`config.mk`:
```
export PLATFORM = sky130hd
export DESIGN_NAME = stop_and_wait_arq_sender
export DESIGN_NICKNAME = d
export VERILOG_FILES = /design/src/design/sawarq_pkg.sv /design/src/design/sawarq_fifo.sv /design/src/design/sawarq_front.sv /design/src/design/sawarq_back.sv /design/src/design/stop_and_wait_arq_sender.sv
export SDC_FILE = /design/constraint.sdc
export NUM_CORES = 1
export LEC_CHECK = 0
export BUFFER_PORTS_ARGS = -buffer_cell sky130_fd_sc_hd__buf_4
export CORE_MARGIN = 4
export CORE_UTILIZATION = 60
export DETAILED_ROUTE_END_ITERATION = 6
export GPL_TIMING_DRIVEN = 0
export PLACE_DENSITY = 0.78
export REMOVE_ABC_BUFFERS = 1
export SLEW_MARGIN = 30
export SYNTH_ARGS = -nofsm -noshare
export SYNTH_HDL_FRONTEND = slang
export SYNTH_HIERARCHICAL = 1
export SYNTH_SLANG_ARGS = --single-unit
```
`constraint.sdc`:
```
create_clock -name clk -period 10 [get_ports clk]
set_input_delay 0.5 -clock clk [delete_from_list [all_inputs] [get_ports clk]]
set_output_delay 0.5 -clock clk [all_outputs]
set_load 0.02 [all_outputs]
```
`src/design/sawarq_pkg.sv`:
```
// Package for the stop-and-wait ARQ sender: codes, phase type and queue command type.
// Depends on nothing; imported by every module of the block.
package sawarq_pkg;

  localparam int SEQ_W     = 32;
  localparam int LEN_W     = 10;
  localparam int LEN_EXT_W = 11;
  localparam int TRY_W     = 6;
  localparam int QUEUE_DEPTH = 4;

  localparam logic [LEN_W-1:0] HDR_BYTES  = 10'd12;
  localparam logic [LEN_W-1:0] INIT_EXTRA = 10'd13;

  localparam logic [2:0] KIND_START   = 3'd0;
  localparam logic [2:0] KIND_CHUNK   = 3'd1;
  localparam logic [2:0] KIND_EOF     = 3'd2;
  localparam logic [2:0] KIND_REPLY   = 3'd3;
  localparam logic [2:0] KIND_TIMEOUT = 3'd4;
  localparam logic [2:0] KIND_REFUSED = 3'd5;

  localparam logic [7:0] RT_ACK      = 8'd1;
  localparam logic [7:0] RT_INIT_ACK = 8'd3;
  localparam logic [7:0] RT_STOP_ACK = 8'd5;

  localparam logic [2:0] PT_DATA        = 3'd0;
  localparam logic [2:0] PT_INIT        = 3'd2;
  localparam logic [2:0] PT_STOP        = 3'd4;
  localparam logic [2:0] PT_STOP_REALLY = 3'd6;

  localparam logic [1:0] EV_SEND     = 2'd0;
  localparam logic [1:0] EV_READY    = 2'd1;
  localparam logic [1:0] EV_FINISHED = 2'd2;
  localparam logic [1:0] EV_FAILED   = 2'd3;

  localparam logic [1:0] REG_INIT_TRY = 2'd0;
  localparam logic [1:0] REG_DATA_TRY = 2'd1;
  localparam logic [1:0] REG_STOP_TRY = 2'd2;

  typedef enum logic [2:0] {
    PH_IDLE      = 3'd0,
    PH_WAIT_INIT = 3'd1,
    PH_READY     = 3'd2,
    PH_WAIT_DATA = 3'd3,
    PH_WAIT_STOP = 3'd4,
    PH_DONE      = 3'd5,
    PH_FAILED    = 3'd6
  } phase_t;

  typedef struct packed {
    logic             two;
    logic [1:0]       ev;
    logic [2:0]       pt;
    logic [SEQ_W-1:0] seq;
    logic [LEN_W-1:0] len;
  } cmd_t;

  typedef struct packed {
    logic full;
    logic empty;
  } q_stat_t;

endpackage

```
`src/design/sawarq_fifo.sv`:
```
// Short command queue between the front and back parts of the ARQ sender.
// Depends on sawarq_pkg for the command type and queue depth.
module sawarq_fifo (
  input  logic             clk,
  input  logic             rst_n,
  input  logic             push,
  input  sawarq_pkg::cmd_t wdata,
  input  logic             pop,
  output sawarq_pkg::cmd_t rdata,
  output sawarq_pkg::q_stat_t stat
);
  import sawarq_pkg::*;

  localparam int PTR_W = $clog2(QUEUE_DEPTH);
  localparam int CNT_W = $clog2(QUEUE_DEPTH + 1);

  cmd_t             mem_r [QUEUE_DEPTH];
  logic [PTR_W-1:0] wr_ptr_r, wr_ptr_nxt;
  logic [PTR_W-1:0] rd_ptr_r, rd_ptr_nxt;
  logic [CNT_W-1:0] count_r, count_nxt;

  assign stat.full  = (count_r == CNT_W'(QUEUE_DEPTH));
  assign stat.empty = (count_r == '0);
  assign rdata      = mem_r[rd_ptr_r];

  always_comb begin
    wr_ptr_nxt = push ? wr_ptr_r + 1'b1 : wr_ptr_r;
    rd_ptr_nxt = pop ? rd_ptr_r + 1'b1 : rd_ptr_r;
    count_nxt  = count_r;
    if (push && !pop) begin
      count_nxt = count_r + 1'b1;
    end else if (pop && !push) begin
      count_nxt = count_r - 1'b1;
    end
  end

  always_ff @(posedge clk) begin
    if (!rst_n) begin
      wr_ptr_r <= '0;
      rd_ptr_r <= '0;
      count_r  <= '0;
    end else begin
      wr_ptr_r <= wr_ptr_nxt;
      rd_ptr_r <= rd_ptr_nxt;
      count_r  <= count_nxt;
    end
  end

  always_ff @(posedge clk) begin
    if (push) begin
      mem_r[wr_ptr_r] <= wdata;
    end
  end

`ifndef SYNTHESIS
  a_no_overflow: assert property (@(posedge clk) disable iff (!rst_n) !(push && stat.full))
    else $error("queue push while full");
  a_no_underflow: assert property (@(posedge clk) disable iff (!rst_n) !(pop && stat.empty))
    else $error("queue pop while empty");
  a_count_range: assert property (@(posedge clk) disable iff (!rst_n)
    count_r <= CNT_W'(QUEUE_DEPTH))
    else $error("queue count out of range");
`endif

endmodule

```
`src/design/sawarq_front.sv`:
```
// Front part of the ARQ sender: accepts events, keeps the protocol state and
// configuration, and queues one command per event that causes results. Uses sawarq_pkg.
module sawarq_front #(
  parameter int MAX_PACKET_BYTES = 548
) (
  input  logic                clk,
  input  logic                rst_n,
  input  logic                cfg_we,
  input  logic [1:0]          cfg_index,
  input  logic [5:0]          cfg_wdata,
  input  logic                in_valid,
  output logic                in_ready,
  input  logic [2:0]          in_kind,
  input  logic [31:0]         in_start_seq,
  input  logic [9:0]          in_name_length,
  input  logic [9:0]          in_chunk_length,
  input  logic [7:0]          in_reply_type,
  input  logic [31:0]         in_reply_seq,
  input  sawarq_pkg::q_stat_t q_stat,
  output logic                q_push,
  output sawarq_pkg::cmd_t    q_cmd
);
  import sawarq_pkg::*;

  localparam logic [LEN_EXT_W-1:0] NAME_MAX  = LEN_EXT_W'(MAX_PACKET_BYTES - 13);
  localparam logic [LEN_EXT_W-1:0] CHUNK_MAX = LEN_EXT_W'(MAX_PACKET_BYTES - 12);

  phase_t           phase_r, phase_nxt;
  logic [SEQ_W-1:0] seq_r, seq_nxt;
  logic [LEN_W-1:0] pend_r, pend_nxt;
  logic [LEN_W-1:0] init_len_r, init_len_nxt;
  logic [TRY_W-1:0] try_r, try_nxt;
  logic [TRY_W-1:0] init_lim_r, data_lim_r, stop_lim_r;

  logic             accept;
  logic             waiting;
  logic [TRY_W-1:0] lim;
  logic [LEN_W-1:0] nl_clamp, cl_clamp;
  logic [SEQ_W-1:0] ack_seq;
  cmd_t             resend;

  assign in_ready = !q_stat.full;
  assign accept   = in_valid && in_ready;
  assign waiting  = (phase_r == PH_WAIT_INIT) || (phase_r == PH_WAIT_DATA) ||
                    (phase_r == PH_WAIT_STOP);
  assign nl_clamp = ({1'b0, in_name_length} > NAME_MAX) ? NAME_MAX[LEN_W-1:0]
                                                        : in_name_length;
  assign cl_clamp = ({1'b0, in_chunk_length} > CHUNK_MAX) ? CHUNK_MAX[LEN_W-1:0]
                                                          : in_chunk_length;
  assign ack_seq  = seq_r + {{(SEQ_W-LEN_W){1'b0}}, pend_r};

  always_comb begin
    case (phase_r)
      PH_WAIT_INIT: lim = init_lim_r;
      PH_WAIT_DATA: lim = data_lim_r;
      default:      lim = stop_lim_r;
    endcase
  end

  always_comb begin
    resend = '0;
    resend.ev  = EV_SEND;
    resend.seq = seq_r;
    case (phase_r)
      PH_WAIT_INIT: begin
        resend.pt  = PT_INIT;
        resend.len = init_len_r;
      end
      PH_WAIT_DATA: begin
        resend.pt  = PT_DATA;
        resend.len = pend_r + HDR_BYTES;
      end
      default: begin
        resend.pt  = PT_STOP;
        resend.len = HDR_BYTES;
      end
    endcase
  end

  always_comb begin
    phase_nxt    = phase_r;
    seq_nxt      = seq_r;
    pend_nxt     = pend_r;
    init_len_nxt = init_len_r;
    try_nxt      = try_r;
    q_push       = 1'b0;
    q_cmd        = '0;
    if (accept) begin
      case (in_kind)
        KIND_START: begin
          if ((phase_r == PH_IDLE) || (phase_r == PH_DONE) || (phase_r == PH_FAILED)) begin
            seq_nxt      = in_start_seq;
            init_len_nxt = nl_clamp + INIT_EXTRA;
            pend_nxt     = '0;
            try_nxt      = TRY_W'(1);
            phase_nxt    = PH_WAIT_INIT;
            q_push       = 1'b1;
            q_cmd.ev     = EV_SEND;
            q_cmd.pt     = PT_INIT;
            q_cmd.seq    = in_start_seq;
            q_cmd.len    = nl_clamp + INIT_EXTRA;
          end
        end
        KIND_CHUNK: begin
          if (phase_r == PH_READY) begin
            pend_nxt  = cl_clamp;
            try_nxt   = TRY_W'(1);
            phase_nxt = PH_WAIT_DATA;
            q_push    = 1'b1;
            q_cmd.ev  = EV_SEND;
            q_cmd.pt  = PT_DATA;
            q_cmd.seq = seq_r;
            q_cmd.len = cl_clamp + HDR_BYTES;
          end
        end
        KIND_EOF: begin
          if (phase_r == PH_READY) begin
            try_nxt   = TRY_W'(1);
            phase_nxt = PH_WAIT_STOP;
            q_push    = 1'b1;
            q_cmd.ev  = EV_SEND;
            q_cmd.pt  = PT_STOP;
            q_cmd.seq = seq_r;
            q_cmd.len = HDR_BYTES;
          end
        end
        KIND_REPLY: begin
          if ((phase_r == PH_WAIT_INIT) && (in_reply_type == RT_INIT_ACK) &&
              (in_reply_seq == seq_r)) begin
            phase_nxt = PH_READY;
            try_nxt   = '0;
            q_push    = 1'b1;
            q_cmd.ev  = EV_READY;
          end else if ((phase_r == PH_WAIT_DATA) && (in_reply_type == RT_ACK) &&
                       (in_reply_seq == ack_seq)) begin
            seq_nxt   = ack_seq;
            phase_nxt = PH_READY;
            try_nxt   = '0;
            q_push    = 1'b1;
            q_cmd.ev  = EV_READY;
          end else if ((phase_r == PH_WAIT_STOP) && (in_reply_type == RT_STOP_ACK) &&
                       (in_reply_seq == seq_r)) begin
            phase_nxt = PH_DONE;
            try_nxt   = '0;
            q_push    = 1'b1;
            q_cmd.two = 1'b1;
            q_cmd.ev  = EV_SEND;
            q_cmd.pt  = PT_STOP_REALLY;
            q_cmd.seq = seq_r;
            q_cmd.len = HDR_BYTES;
          end
        end
        KIND_TIMEOUT: begin
          if (waiting) begin
            q_push = 1'b1;
            if (try_r >= lim) begin
              phase_nxt = PH_FAILED;
              q_cmd.ev  = EV_FAILED;
            end else begin
              try_nxt = try_r + 1'b1;
              q_cmd   = resend;
            end
          end
        end
        KIND_REFUSED: begin
          if (waiting) begin
            phase_nxt = PH_FAILED;
            q_push    = 1'b1;
            q_cmd.ev  = EV_FAILED;
          end
        end
        default: begin
        end
      endcase
    end
  end

  always_ff @(posedge clk) begin
    if (!rst_n) begin
      phase_r    <= PH_IDLE;
      seq_r      <= '0;
      pend_r     <= '0;
      init_len_r <= '0;
      try_r      <= '0;
    end else begin
      phase_r    <= phase_nxt;
      seq_r      <= seq_nxt;
      pend_r     <= pend_nxt;
      init_len_r <= init_len_nxt;
      try_r      <= try_nxt;
    end
  end

  always_ff @(posedge clk) begin
    if (!rst_n) begin
      init_lim_r <= TRY_W'(10);
      data_lim_r <= TRY_W'(30);
      stop_lim_r <= TRY_W'(30);
    end else if (cfg_we) begin
      case (cfg_index)
        REG_INIT_TRY: init_lim_r <= cfg_wdata;
        REG_DATA_TRY: data_lim_r <= cfg_wdata;
        REG_STOP_TRY: stop_lim_r <= cfg_wdata;
        default: begin
        end
      endcase
    end
  end

`ifndef SYNTHESIS
  a_ready_try_zero: assert property (@(posedge clk) disable iff (!rst_n)
    (phase_r == PH_READY) |-> (try_r == '0))
    else $error("try count not cleared in ready phase");
  a_wait_try_nonzero: assert property (@(posedge clk) disable iff (!rst_n)
    waiting |-> (try_r != '0))
    else $error("try count zero while waiting for a reply");
  a_idle_seq_zero: assert property (@(posedge clk) disable iff (!rst_n)
    (phase_r == PH_IDLE) |-> (seq_r == '0))
    else $error("sequence changed before any start");
`endif

endmodule

```
`src/design/sawarq_back.sv`:
```
// Back part of the ARQ sender: drains queued commands into the registered
// result channel, expanding a two-result command. Uses sawarq_pkg.
module sawarq_back (
  input  logic                clk,
  input  logic                rst_n,
  input  sawarq_pkg::q_stat_t q_stat,
  input  sawarq_pkg::cmd_t    q_cmd,
  output logic                q_pop,
  output logic                out_valid,
  input  logic                out_ready,
  output logic [1:0]          out_event_res,
  output logic [2:0]          out_packet_type,
  output logic [31:0]         out_packet_seq,
  output logic [9:0]          out_packet_length,
  output logic                out_last
);
  import sawarq_pkg::*;

  logic             valid_r, valid_nxt;
  logic             second_r, second_nxt;
  logic             load;
  logic [1:0]       ev_r, ev_nxt;
  logic [2:0]       pt_r, pt_nxt;
  logic [SEQ_W-1:0] seq_r, seq_nxt;
  logic [LEN_W-1:0] len_r, len_nxt;
  logic             last_r, last_nxt;
  logic             advance;

  assign advance = !valid_r || out_ready;

  always_comb begin
    valid_nxt  = valid_r;
    second_nxt = second_r;
    ev_nxt     = ev_r;
    pt_nxt     = pt_r;
    seq_nxt    = seq_r;
    len_nxt    = len_r;
    last_nxt   = last_r;
    q_pop      = 1'b0;
    load       = 1'b0;
    if (advance) begin
      if (second_r) begin
        load       = 1'b1;
        valid_nxt  = 1'b1;
        second_nxt = 1'b0;
        ev_nxt     = EV_FINISHED;
        pt_nxt     = '0;
        seq_nxt    = '0;
        len_nxt    = '0;
        last_nxt   = 1'b1;
      end else if (!q_stat.empty) begin
        load       = 1'b1;
        q_pop      = 1'b1;
        valid_nxt  = 1'b1;
        second_nxt = q_cmd.two;
        ev_nxt     = q_cmd.ev;
        pt_nxt     = q_cmd.pt;
        seq_nxt    = q_cmd.seq;
        len_nxt    = q_cmd.len;
        last_nxt   = !q_cmd.two;
      end else begin
        valid_nxt = 1'b0;
      end
    end
  end

  always_ff @(posedge clk) begin
    if (!rst_n) begin
      valid_r  <= 1'b0;
      second_r <= 1'b0;
    end else begin
      valid_r  <= valid_nxt;
      second_r <= second_nxt;
    end
  end

  always_ff @(posedge clk) begin
    if (load) begin
      ev_r   <= ev_nxt;
      pt_r   <= pt_nxt;
      seq_r  <= seq_nxt;
      len_r  <= len_nxt;
      last_r <= last_nxt;
    end
  end

  assign out_valid         = valid_r;
  assign out_event_res     = ev_r;
  assign out_packet_type   = pt_r;
  assign out_packet_seq    = seq_r;
  assign out_packet_length = len_r;
  assign out_last          = last_r;

`ifndef SYNTHESIS
  a_not_last_has_second: assert property (@(posedge clk) disable iff (!rst_n)
    (valid_r && !last_r) |-> second_r)
    else $error("non-final result without a following result");
  a_second_needs_valid: assert property (@(posedge clk) disable iff (!rst_n)
    second_r |-> valid_r)
    else $error("pending second result while output empty");
  a_finished_is_last: assert property (@(posedge clk) disable iff (!rst_n)
    (valid_r && (ev_r == EV_FINISHED)) |-> (last_r && (pt_r == '0)))
    else $error("finished result malformed");
`endif

endmodule

```
`src/design/stop_and_wait_arq_sender.sv`:
```
// Top level of the stop-and-wait ARQ sender protocol controller.
// Depends on sawarq_pkg, sawarq_front, sawarq_fifo and sawarq_back.
//
// Events enter on the in_ channel (valid/ready) and results leave on the out_
// channel (valid/ready); each result carries out_last on the final result of
// its event. Events that cause no result are absorbed without output.
// The cfg_ port writes the INIT, DATA and STOP try limits at index 0, 1 and 2.
// The front keeps the protocol state and classifies one event per cycle; it
// queues a command in a four-entry queue that the back drains into a
// registered output; a command passes through the queue and then the output
// register. Throughput is one event per cycle while the queue has room; the
// STOP_ACK event yields two results and so holds the output for both.
// When the receiver stalls, the output holds and the queue fills; in_ready
// drops only when the queue is full. Synchronous reset sets the idle phase,
// sequence zero, try limits 10, 30 and 30, and empties queue and output.
module stop_and_wait_arq_sender #(
  parameter int MAX_PACKET_BYTES = 548
) (
  input  logic        clk,
  input  logic        rst_n,
  input  logic        cfg_we,
  input  logic [1:0]  cfg_index,
  input  logic [5:0]  cfg_wdata,
  input  logic        in_valid,
  output logic        in_ready,
  input  logic [2:0]  in_kind,
  input  logic [31:0] in_start_seq,
  input  logic [9:0]  in_name_length,
  input  logic [9:0]  in_chunk_length,
  input  logic [7:0]  in_reply_type,
  input  logic [31:0] in_reply_seq,
  output logic        out_valid,
  input  logic        out_ready,
  output logic [1:0]  out_event_res,
  output logic [2:0]  out_packet_type,
  output logic [31:0] out_packet_seq,
  output logic [9:0]  out_packet_length,
  output logic        out_last
);
  import sawarq_pkg::*;

  q_stat_t q_stat;
  cmd_t    push_cmd;
  cmd_t    head_cmd;
  logic    q_push;
  logic    q_pop;

  sawarq_front #(
    .MAX_PACKET_BYTES(MAX_PACKET_BYTES)
  ) u_front (
    .clk            (clk),
    .rst_n          (rst_n),
    .cfg_we         (cfg_we),
    .cfg_index      (cfg_index),
    .cfg_wdata      (cfg_wdata),
    .in_valid       (in_valid),
    .in_ready       (in_ready),
    .in_kind        (in_kind),
    .in_start_seq   (in_start_seq),
    .in_name_length (in_name_length),
    .in_chunk_length(in_chunk_length),
    .in_reply_type  (in_reply_type),
    .in_reply_seq   (in_reply_seq),
    .q_stat         (q_stat),
    .q_push         (q_push),
    .q_cmd          (push_cmd)
  );

  sawarq_fifo u_fifo (
    .clk  (clk),
    .rst_n(rst_n),
    .push (q_push),
    .wdata(push_cmd),
    .pop  (q_pop),
    .rdata(head_cmd),
    .stat (q_stat)
  );

  sawarq_back u_back (
    .clk              (clk),
    .rst_n            (rst_n),
    .q_stat           (q_stat),
    .q_cmd            (head_cmd),
    .q_pop            (q_pop),
    .out_valid        (out_valid),
    .out_ready        (out_ready),
    .out_event_res    (out_event_res),
    .out_packet_type  (out_packet_type),
    .out_packet_seq   (out_packet_seq),
    .out_packet_length(out_packet_length),
    .out_last         (out_last)
  );

endmodule

```
==> flow_summary_export.csv <==
group,metric,value,unit
clock_tree,path_clk_slew,0.06,ns
place,dp_hpwl,29.3,mm
clock_tree,root_buffer,"clkbuf_16",
yosys,ys_warn_count,6,
yosys,async_flop_share,0,%
drt,vias_per_cell,6.36,
finish,final_cell_count_no_fill,1846,
clock_tree,cts_sinks,330,
power_and_ir_drop,vdd_drop_max,153,uV
finish,ff_latch_area,9020,um^2
job,drv_cap,0,
clock_tree,htreeDepth,2,
global_routing,grt_pass1_wl,65.8,mm
clock_tree,insertion_delay,0.54,ns
finish,finish.instance_area,19000,um^2
yosys,synth_commonest_cells,"edfxtp_1, nor2_1, nand2_1",
timing,final_max_slew_viol_count,0,
place,postPlaceCellArea,17800,um^2
worst_setup_path,critical-path-slowest-cell,"a2111oi_0",
min_path,hp-start,"cfg_wdata[1]",
worst_setup_path,endpoint_kind,"register",
drt,dr.pass1.iters,6,
worst_setup_path,cp-start-kind,"register",
worst_setup_path,crit_path_max_fanout,10,
yosys,synth_top_cell_by_area,"edfxtp_1",
worst_setup_path,critPathLaunch,"u_front/pend_r[0]$_SDFFE_PN0P_",
global_routing,gr-usage-met1,40.0,%
worst_setup_path,cpPeakStageDelay,0.58,ns
drt,ant_nets,0,
place,place_congestion,0.956,
clock_tree,ctsHoldBuffers,0,
yosys,synth.most_common_cell,"edfxtp_1",
timing,slew_headroom,31.6,%
floorplanning,pin_count,158,
yosys,ys_top_cells_by_area,"edfxtp_1, dfxtp_1, mux4_2",
yosys,syn_inst,1354,
worst_setup_path,worst-path-buf-inv,2,
worst_setup_path,worstSetupPathType,"reg2reg",
global_routing,grt_max_degree,49,
global_routing,use_met2,45.5,%
drt,vias,11700,
timing,max_clock_freq,174,MHz
finish,synthToLayoutAreaGrowth,16.8,%
timing,fin_tns_setup,0,ns
outcome,run_status,"complete, no violations",
worst_setup_path,regToRegStartpoint,"u_front/pend_r[0]$_SDFFE_PN0P_",
clock_tree,cts_tree,"done",
floorplanning,die_y,173,um
finish,multi_input_area,6840,um^2
yosys,synth_seq_cells,330,
worst_setup_path,crit_family,"compound AO/OA/AOI/OAI gates",
floorplanning,die_w,173,um
clock_tree,cts_buffers,35,
global_routing,overflow,0,
finish,drive_gt1_share,20.8,%
timing,timing.hold.ws,0.200,ns
timing,fin_crit_sh,57.4,%
power_and_ir_drop,finalPower,0.00396,W
drt,drt_iter0_drc,1158,
yosys,ys.flop_type,"edfxtp_1",
worst_setup_path,cp_cell_sequence,"ha_1, inv_1, fa_1, nand2b_1, a211oi_2, o21ai_2, a2111oi_2, nand3_1, a2111oi_0, nand4_1, and3_1, a21oi_1, o21a_1, ha_1, inv_1, fa_1, xor2_1, or3_1, a21boi_0",
power_and_ir_drop,power_leakage,6.82,nW
min_path,hold_class,"in2reg",
timing,setup_viol,0,
yosys,synth_edf_count,240,
global_routing,grt_pass1_vias,11400,
yosys,yosysTopAreaCellShare,44.2,%
finish,nNetsFinal,1613,
floorplanning,core_area,26800,um^2
floorplanning,dieArea,29900,um^2
yosys,ys_types,79,
drt,detail_route.wl_per_cell,23.0,um
place,placed_cells,1782,
timing,skew,0.0257,ns
yosys,postSynthAreaPerCell,12.0,um^2
timing,rsz0062_at_grt,"false",
worst_setup_path,required,10.45,ns
timing,fin_crit,5.74,ns
timing,tightest_slew,1.03,ns
global_routing,grt.total_usage,27.9,%
finish,fillerInstances,1828,
place,port_buffers,157,
worst_setup_path,cp.arrival,6.19,ns
finish,num_antenna_cells,0,
yosys,syn_area,16300,um^2
yosys,ys_seq_area_share,55.3,%
global_routing,antenna_found_initial,0,
clock_tree,clk_path_buf_depth,3,
power_and_ir_drop,power_density,208,nW/um^2
clock_tree,post_cts_buffers,0,
floorplanning,initial_core_util,60.8,%
drt,wl,42.4,mm
clock_tree,ctsResizeCount,0,
floorplanning,num_rows,60,
drt,drc,0,
timing,final-hold-violation-count,0,
global_routing,busiest_layer,"met2",
global_routing,met3_usage,4.72,%
==> final timing paths <==
path	end	cells past startpoint	slack, ns
worst max-delay path	u_fifo/count_r[2]$_SDFFE_PN0P_	19	4.26
worst min-delay path	u_front/data_lim_r[1]$_SDFFE_PN1P_	3	0.20
worst min register to register	u_front/init_len_r[1]$_SDFFE_PN0P_	2	0.46
worst max register to register	u_fifo/count_r[2]$_SDFFE_PN0P_	19	4.26
==> layer usage <==
layer  vias up  wire [um]  share of wire (%)
met1      5737      17800                 42
li1       5389          -                  -
met4         0        792                1.9
met3        53       3330                7.8
met5         -          0                  0
met2       563      20500                 48
==> cell usage in the layout (no fill, tap or decap), types with 8 or more instances in the layout <==
cell,n
nor2b_1,55
mux4_2,48
inv_1,22
nand2b_1,14
o31ai_1,13
nor3_1,18
buf_12,9
and2_1,14
nand4_1,16
dfxtp_1,86
ha_1,25
a22o_1,29
and4_1,9
and3_1,15
nand3_1,51
nor4_1,10
o21ai_0,38
o21ai_1,11
or3_1,8
a211oi_1,15
o211ai_1,11
buf_4,157
edfxtp_1,240
a21oi_1,68
mux2i_1,48
xor2_1,41
a21o_1,10
nand2_1,94
xnor2_1,35
clkbuf_16,35
nor2_1,99
==> report_power, final <==
group          internal (W)  total (W)  switching (W)  leakage (nW)
clock network      0.000763    0.00131       0.000543         0.561
registers           0.00165    0.00175      0.0000977          3.08
logic              0.000411   0.000900       0.000489          3.18
total               0.00283    0.00396        0.00113          6.82
==> layout make-up <==
class	count	area share (%)
clock inverters	18	1.12
inverters	23	0.467
well taps	341	2.24
multi-input cells	917	35.9
flip-flops and latches	330	47.4
repair buffers	171	7.80
clock buffers	46	5.03
==> worst register-to-register path: stages, from the launching register on <==
cell	delay, ns
dfxtp_1	0.39
ha_1	0.20
inv_1	0.06
fa_1	0.43
nand2b_1	0.22
a211oi_2	0.43
o21ai_2	0.27
a2111oi_2	0.50
nand3_1	0.14
a2111oi_0	0.58
nand4_1	0.39
and3_1	0.28
a21oi_1	0.11
o21a_1	0.34
ha_1	0.26
inv_1	0.07
fa_1	0.37
xor2_1	0.17
or3_1	0.30
a21boi_0	0.16
==> state kept, by name (all words and copies together), names as in the netlist, 3 cells and up, named ones only <==
name and count:
u_front/stop_lim_r 6, u_front/init_lim_r 6, u_back/out_packet_seq 32, u_front/init_len_r 10, u_front/phase_r 3, u_fifo/count_r 3
u_back/out_packet_type 3, u_fifo/mem_r 192, u_back/out_packet_length 10, u_front/seq_r 32, u_front/data_lim_r 6, u_front/pend_r 10
u_front/try_r 6
==> logic make-up after synthesis <==
kind of cell | count (synthesis) | synth area share [%]
mux | 100 | 9.86
compound gates | 273 | 11.7
simple gates | 440 | 13.8
xor+xnor | 76 | 4.09
fa+ha+maj | 27 | 2.17
flops | 330 | 55.3
buf+inv | 107 | 3.08
other cells | 1 | 0.0230
==> stage by stage <==
stage               util [%]  setup WS, ns
detailed placement      66.6          4.35
floorplan                  -          5.12
CTS                     71.0          4.30
global route            71.0          3.76
finish                  71.0          4.26
global placement        65.2          3.22
Note: power is estimated with default switching activity, not from simulation.
